==> config.mk <==
export PLATFORM = sky130hd
export DESIGN_NAME = bei_lerp
export DESIGN_NICKNAME = d
export VERILOG_FILES = /design/src/rtl/core/bei_pkg.sv /design/src/rtl/core/bei_lerp.sv
export SDC_FILE = /design/constraint.sdc
export NUM_CORES = 1
export LEC_CHECK = 0
export BUFFER_PORTS_ARGS = -buffer_cell sky130_fd_sc_hd__buf_2
export CAP_MARGIN = 20
export CORE_MARGIN = 2
export CORE_UTILIZATION = 30
export DETAILED_ROUTE_END_ITERATION = 10
export PLACE_DENSITY = 0.46
export SYNTH_ARGS = -nofsm -noshare
export SYNTH_HDL_FRONTEND = slang
export SYNTH_SLANG_ARGS = --single-unit
export TNS_END_PERCENT = 1
==> constraint.sdc <==
create_clock -name clk -period 5.31 [get_ports clk]
set_input_delay 0.2655 -clock clk [delete_from_list [all_inputs] [get_ports clk]]
set_output_delay 0.2655 -clock clk [all_outputs]
set_load 0.02 [all_outputs]
==> src/rtl/core/bei_pkg.sv <==
package bei_pkg;

  // fixed field widths
  localparam int FIELD_TICK_W = 24;
  localparam int LEVEL_W      = 16;
  localparam int VAL_W        = LEVEL_W + 1;
  localparam int FRAC_W       = 15;
  localparam int LEVEL_ONE    = 32768;

  // configuration port
  localparam int CFG_IDX_W  = 1;
  localparam int CFG_DATA_W = 7;
  localparam logic [CFG_IDX_W-1:0] CFG_IDX_MODE  = 1'b0;
  localparam logic [CFG_IDX_W-1:0] CFG_IDX_COUNT = 1'b1;

  // interpolation modes
  localparam logic [1:0] MODE_STEP   = 2'd0;
  localparam logic [1:0] MODE_LINEAR = 2'd1;

  // input opcodes
  localparam logic OP_WRITE = 1'b0;
  localparam logic OP_QUERY = 1'b1;

  typedef enum logic [2:0] {
    S_IDLE,
    S_SCAN,
    S_LERP,
    S_MUL,
    S_SUM
  } bei_state_t;

  typedef enum logic [1:0] {
    L_IDLE,
    L_MUL,
    L_DIV,
    L_DONE
  } bei_lerp_state_t;

endpackage

==> src/rtl/core/bei_lerp.sv <==
// bit-serial a + num * (b - a) / den, quotient truncated toward zero
module bei_lerp import bei_pkg::*; #(
  parameter int TW = 24
) (
  input  logic                    clk,
  input  logic                    rst_n,
  input  logic                    start,
  input  logic signed [VAL_W-1:0] a,
  input  logic signed [VAL_W-1:0] b,
  input  logic        [TW-1:0]    num,
  input  logic        [TW-1:0]    den,
  output logic                    done,
  output logic signed [VAL_W-1:0] res
);

  localparam int MW   = LEVEL_W;
  localparam int PW   = TW + MW;
  localparam int CNTW = $clog2(PW + 1);

  bei_lerp_state_t st_r, st_nxt;

  logic        [CNTW-1:0]  cnt_r;
  logic        [PW-1:0]    mcand_r;
  logic        [MW-1:0]    mplier_r;
  logic        [PW-1:0]    prod_r;
  logic        [TW-1:0]    rem_r;
  logic        [MW-1:0]    quo_r;
  logic        [TW-1:0]    den_r;
  logic signed [VAL_W-1:0] a_r;
  logic                    neg_r;

  logic signed [VAL_W:0]   diff;
  logic        [VAL_W:0]   mag;
  logic        [TW:0]      trial;
  logic        [TW:0]      sub;
  logic                    qbit;

  always_comb begin
    diff  = (VAL_W+1)'(b) - (VAL_W+1)'(a);
    mag   = diff[VAL_W] ? (VAL_W+1)'(-diff) : (VAL_W+1)'(diff);
    trial = {rem_r, prod_r[PW-1]};
    sub   = trial - {1'b0, den_r};
    qbit  = (trial >= {1'b0, den_r});
  end

  // next state
  always_comb begin
    st_nxt = st_r;
    case (st_r)
      L_IDLE: if (start) st_nxt = L_MUL;
      L_MUL:  if (cnt_r == CNTW'(MW - 1)) st_nxt = L_DIV;
      L_DIV:  if (cnt_r == CNTW'(PW - 1)) st_nxt = L_DONE;
      L_DONE: st_nxt = L_IDLE;
      default: st_nxt = L_IDLE;
    endcase
  end

  // outputs
  always_comb begin
    done = (st_r == L_DONE);
    res  = neg_r ? VAL_W'(a_r - signed'({1'b0, quo_r}))
                 : VAL_W'(a_r + signed'({1'b0, quo_r}));
  end

  always_ff @(posedge clk) begin
    if (!rst_n) begin
      st_r <= L_IDLE;
    end else begin
      st_r <= st_nxt;
    end
  end

  always_ff @(posedge clk) begin
    case (st_r)
      L_IDLE: begin
        if (start) begin
          mcand_r  <= PW'(num);
          mplier_r <= mag[MW-1:0];
          prod_r   <= '0;
          rem_r    <= '0;
          neg_r    <= diff[VAL_W];
          a_r      <= a;
          den_r    <= den;
          cnt_r    <= '0;
        end
      end
      L_MUL: begin
        if (mplier_r[0]) prod_r <= prod_r + mcand_r;
        mcand_r  <= {mcand_r[PW-2:0], 1'b0};
        mplier_r <= {1'b0, mplier_r[MW-1:1]};
        cnt_r    <= (cnt_r == CNTW'(MW - 1)) ? '0 : cnt_r + 1'b1;
      end
      L_DIV: begin
        rem_r  <= qbit ? sub[TW-1:0] : trial[TW-1:0];
        prod_r <= {prod_r[PW-2:0], 1'b0};
        quo_r  <= {quo_r[MW-2:0], qbit};
        cnt_r  <= cnt_r + 1'b1;
      end
      default: begin
        cnt_r <= '0;
      end
    endcase
  end

endmodule

==> results of run 1 <==
## critical path, stage by stage, from the launching register on
cell	delay [ns]
edfxtp_1	0.48
inv_1	0.07
ha_1	0.28
mux2i_1	0.12
fa_1	0.47
a21o_1	0.20
a21oi_1	0.22
o21bai_1	0.12
a31o_2	0.28
a211oi_1	0.32
nor2_1	0.13
a21o_1	0.20
a21oi_1	0.17
xnor2_1	0.15
buf_2	0.19
## cell families after synthesis
family | count (synthesis)
xor+xnor | 105
simple gates | 330
mux | 39
flops | 186
compound gates | 343
fa+ha+maj | 107
buf+inv | 134
## metrics by stage
stage / util / instance area (um2) / power [mW]
global placement: 0.329 / 13700 / 7.64
global route: 0.351 / 14600 / 9.70
CTS: 0.351 / 14600 / 9.00
finish: 0.351 / 14600 / 8.90
detailed placement: 0.329 / 13700 / 7.63
floorplan: - / 12600 / 6.44
## worst paths after layout
check	slack, ns	startpoint	end	cells after the start
min reg2reg	0.50	quo_r[8]	quo_r[9]	0
max reg2reg	1.62	rem_r[0]	rem_r[14]	10
max	1.21	quo_r[0]	res[14]	14
min	0.03	a[5]	a_r[5]	1
## flip-flops by register name, indices dropped and copies added (netlist names)
signal / flops
st_r: 2
den_r: 24
prod_r: 40
mcand_r: 40
mplier_r: 16
cnt_r: 6
a_r: 17
quo_r: 16
rem_r: 24
neg_r: 1
## metal layers
metal	GRT usage	routed length (um)
met5	0	0
met4	0.0355	341
met3	0.0278	796
met2	0.228	13700
met1	0.192	14700
## layout by cell type (no fill, tap or decap), drive strengths merged, types with 27 or more instances in the layout
master       Yosys  final
edfxtp         184    184
buf              9    111
inv             99    107
ha             103    103
a21oi           94     94
nand2           89     89
nor2            88     88
o21ai           88     88
xnor2           75     75
mux2            32     32
dlygate4sd3      0     31
xor2            30     30
nand3           29     29
a21o            28     28
and2            27     27
## layout make-up
class                           instances  area, um2
Clock buffer                           17        425
Clock inverter                         15        158
Fill cell                            4308      27000
Inverter                               99        372
Multi-Input combinational cell        924       6540
Sequential cell                       186       5570
Tap cell                              539        674
Timing Repair Buffer                  142        908
## repair_timing
action                                 in CTS  in global routing
endpoints found under the hold margin      30                  1
buffers inserted                            0                  0
hold buffers                               30                  1
## power by group through the flow
stage,Clock (mW),Combinational (mW),Sequential (mW)
floorplan,0,3.78,2.66
global placement,0,4.90,2.75
detailed placement,0,4.88,2.75
CTS,1.34,4.94,2.73
global route,1.39,5.51,2.80
finish,1.29,4.88,2.72
==> impl_metrics.yaml, run 1 <==
sta:
  layout_min_cycle_time_ns: 4.10
  tightest_slew_ns: 0.908
  period_share: 0.773
  clock_skew_ns: 0.0119
  tns_ns: 0
  drv_slew: 0
  hold_violations: 0
  slew_headroom: 0.394
  fmax_ghz: 0.244
  grt_setup_unrepaired: "no"
  timing.final.ws_setup_ns: 1.21
  setup_violations: 0
  whs_ns: 0.0300
floorplan:
  core_um2: 41700
  die_y_um: 209
  ioPinCount: 103
  fp.dieArea_um2: 43600
  rows: 75
  die_x_um: 209
  start_util: 0.302
global_route:
  grt_pass1_vias: 9455
  grt_pass1_wl_um: 49300
  antenna_found_initial: 0
  grt_max_degree: 59
  overflow: 0
  track_usage: 0.141
route:
  ant_nets: 0
  routed_wl_um: 29600
  drc: 0
  vias: 9343
  wl_per_cell_um: 15.4
  dr.first_iter.drc_count: 358
  firstDrtPassIters: 5
  viasPerCell: 4.86
run_status:
  status: "complete, no violations"
synthesis:
  ys_seq_area_frac: 0.442
  ys.flop_type: "edfxtp_1"
  synth_most_common_cell: "edfxtp_1"
  ys_types: 69
  yosysTopAreaCell: "edfxtp_1"
  synth_nets: 1436
  synth.mux.area_fraction: 0.0342
  yosys.area_share.simple: 0.127
  async_flop_share: 0
  yosys-top-cells-area: "edfxtp_1 44%, ha_1 10%, xnor2_1 5.2%"
  synth_compound_area_frac: 0.175
  syn-instance-count: 1244
  synth_top_area_share: 0.439
  syn_area_per_cell_um2: 10.1
  synth_area_um2: 12600
  synth_enable_flop_cells: 184
  synth_common_cells: "184 x edfxtp_1, 103 x ha_1, 97 x inv_1"
  ys_seq_elements: 186
  synth-adder-area-share: 0.109
  yosysWarnings: 0
  synth_top_family_by_area: "compound AO/OA/AOI/OAI gates"
  synth-xor-area-share: 0.0730
power:
  p_int_mw: 5.05
  leakage_nw: 5.85
  p_switching_mw: 3.85
  switching_share: 0.432
  p_per_area_nw_per_um2: 608
  p_clk_frac: 0.145
  pwr-share-seq: 0.306
  combPwrFrac: 0.549
  vdd_drop_max_v: 0.000299
critical_path:
  end_kind: "primary output"
  path_class: "reg -> out"
  start_kind: "register"
  worst_ep_arrival_time_ns: 3.84
  path_max_fanout: 5
  critPathRequiredTime_ns: 5.04
clock_tree:
  h-tree-depth: 4
  clk_latency_ns: 0.46
  clock_path_buffers: 2
  clk_pin_slew_worst_paths_ns: 0.08
  cts_root_buf: "clkbuf_16"
  cts_buffers: 17
  clock-sinks: 186
  cts_tree: "done"
  cts_resized: 0
flow_run:
  cap_violations: 0
placement:
  pre_cts_slack_ns: 1.62
  dp_hpwl_um: 21700
  dp.cells: 1858
  port_buffers: 102
  gp_congestion: 0.839
finish:
  final_nets: 1562
  instances_no_fill: 1922
  num_antenna_cells: 0
  drive_gt1_frac: 0.145
  area_growth_pct: 16.3
min_path:
  holdCritPathClass: "in -> reg"
Power figures use the tool's default switching activity.
==> inputs of run 2 (changes only) <==
==> constraint.sdc (replaced) <==
create_clock -name clk -period 3.44 [get_ports clk]
set_input_delay 0.172 -clock clk [delete_from_list [all_inputs] [get_ports clk]]
set_output_delay 0.172 -clock clk [all_outputs]
set_load 0.02 [all_outputs]
==> impl_metrics.yaml, run 2 (synthesis results as in run 1) <==
run_status:
  status: "complete, but fails checks"
  violations: "negative setup slack"
floorplan:
  ioPinCount: 103
  core_um2: 41700
  fp.dieArea_um2: 43600
  die_y_um: 209
  start_util: 0.302
  die_x_um: 209
  rows: 75
critical_path:
  start_kind: "register"
  end_kind: "primary output"
  worst_ep_arrival_time_ns: 3.30
  r2r_slack_ns: 0.17
  critPathRequiredTime_ns: 3.27
  path_max_fanout: 4
  path_class: "reg -> out"
sta:
  period_share: 1.01
  layout_min_cycle_time_ns: 3.48
  tns_ns: -0.0365
  clock_skew_ns: 0.00825
  whs_ns: 0.0358
  setup_violations: 1
  grt_setup_unrepaired: "yes"
  hold_violations: 0
  fmax_ghz: 0.288
  tightest_slew_ns: 0.932
  timing.final.ws_setup_ns: -0.0365
  slew_headroom: 0.378
  drv_slew: 0
clock_tree:
  clk_pin_slew_worst_paths_ns: 0.07
  cts_root_buf: "clkbuf_16"
  cts_tree: "done"
  clock_path_buffers: 2
  h-tree-depth: 4
  clk_latency_ns: 0.45
  cts_buffers: 17
  clock-sinks: 186
power:
  p_per_area_nw_per_um2: 933
  leakage_nw: 6.23
  vdd_drop_max_v: 0.000542
  finalPower_mw: 14.5
route:
  dr.first_iter.drc_count: 447
  viasPerCell: 4.91
  vias: 9771
  firstDrtPassIters: 4
  ant_nets: 0
  wl_per_cell_um: 15.3
  routed_wl_um: 30400
  drc: 0
global_route:
  grt_pass1_wl_um: 50500
  overflow: 0
  antenna_found_initial: 1
  grt_max_degree: 59
  track_usage: 0.144
  grt_pass1_vias: 9879
finish:
  final.fill_count: 4182
  drive_gt1_frac: 0.191
  layout_common_cells: "184 x edfxtp_1, 97 x buf_2, 96 x ha_1, 94 x inv_1, 89 x nand2_1"
  final_nets: 1631
  top_regs: "mcand_r: 40 flops, prod_r: 40 flops"
  final_common_cell: "edfxtp_1"
  area_growth_pct: 23.7
  final_util: 0.374
flow_run:
  cap_violations: 0
placement:
  gp_congestion: 0.805
  port_buffers: 102
  dp_hpwl_um: 21900
min_path:
  holdCritPathClass: "in -> reg"
-- run 2: cell count changes in the layout (fill, tap and decap cells not counted), sizes merged --
| cell | delta |
|---|---|
| inv | -5 |
| buf | +38 |
| dlygate4sd3 | +31 |
| bufinv | +3 |
| clkinvlp | +2 |
| diode | +1 |
-- run 2: critical path, cell delays in order, from the launching register on --
cell      delay (ns)
edfxtp_1        0.40
nor3_2          0.22
nand3b_1        0.21
buf_6           0.19
nor3_2          0.09
nor2_1          0.07
xnor2_1         0.14
ha_2            0.21
or3_4           0.38
a211oi_4        0.27
nor2_2          0.08
a21o_1          0.17
a21oi_2         0.13
xnor2_1         0.12
buf_4           0.16
-- run 2: final timing paths --
check,start,end,cells past startpoint
worst max register to register,mcand_r[0],prod_r[24],11
worst max-delay path,quo_r[4],res[14],14
worst min register to register,quo_r[14],quo_r[15],0
worst min-delay path,num[20],mcand_r[20],2
-- run 2: per-layer routing --
layer | share of wire | wire [um] | vias up | track usage
li1 | - | - | 4962 | -
met5 | 0 | 0 | - | 0
met4 | 0.015 | 451 | 0 | 0.0421
met2 | 0.48 | 14500 | 140 | 0.236
met3 | 0.029 | 871 | 31 | 0.0298
met1 | 0.48 | 14600 | 4638 | 0.191
-- run 2: through the flow --
step                      setup WS [ns]  std cells  cell area (um2)
final                           -0.0365       1992            15600
after detailed placement          0.101       1877            13900
after floorplan                  -0.790       1244            12600
after global placement            0.135       1877            13900
after global routing             -0.216       1992            15600
after CTS                      -0.00256       1983            15300
-- run 2: repair_timing --
action,4_1_cts,5_1_grt
pin swaps,18,31
resized for setup,28,38
setup buffers,12,8
hold buffers,62,0
setup endpoints to repair,5,16
endpoints found under the hold margin,63,0
-- run 2: cell type report --
| class | instances | area [um2] | share of cell area |
|---|---|---|---|
| Antenna cell | 1 | 2.50 | 0.000161 |
| Clock buffer | 17 | 425 | 0.0273 |
| Clock inverter | 15 | 198 | 0.0127 |
| Inverter | 99 | 372 | 0.0239 |
| Multi-Input combinational cell | 924 | 6790 | 0.436 |
| Sequential cell | 186 | 5570 | 0.357 |
| Tap cell | 539 | 674 | 0.0433 |
| Timing Repair Buffer | 211 | 1550 | 0.0992 |
-- run 2: power by group --
group | switching, mW | internal, mW | total (mW)
clock network | 0.910 | 1.22 | 2.13
registers | 0.470 | 3.71 | 4.18
logic | 4.70 | 3.52 | 8.22
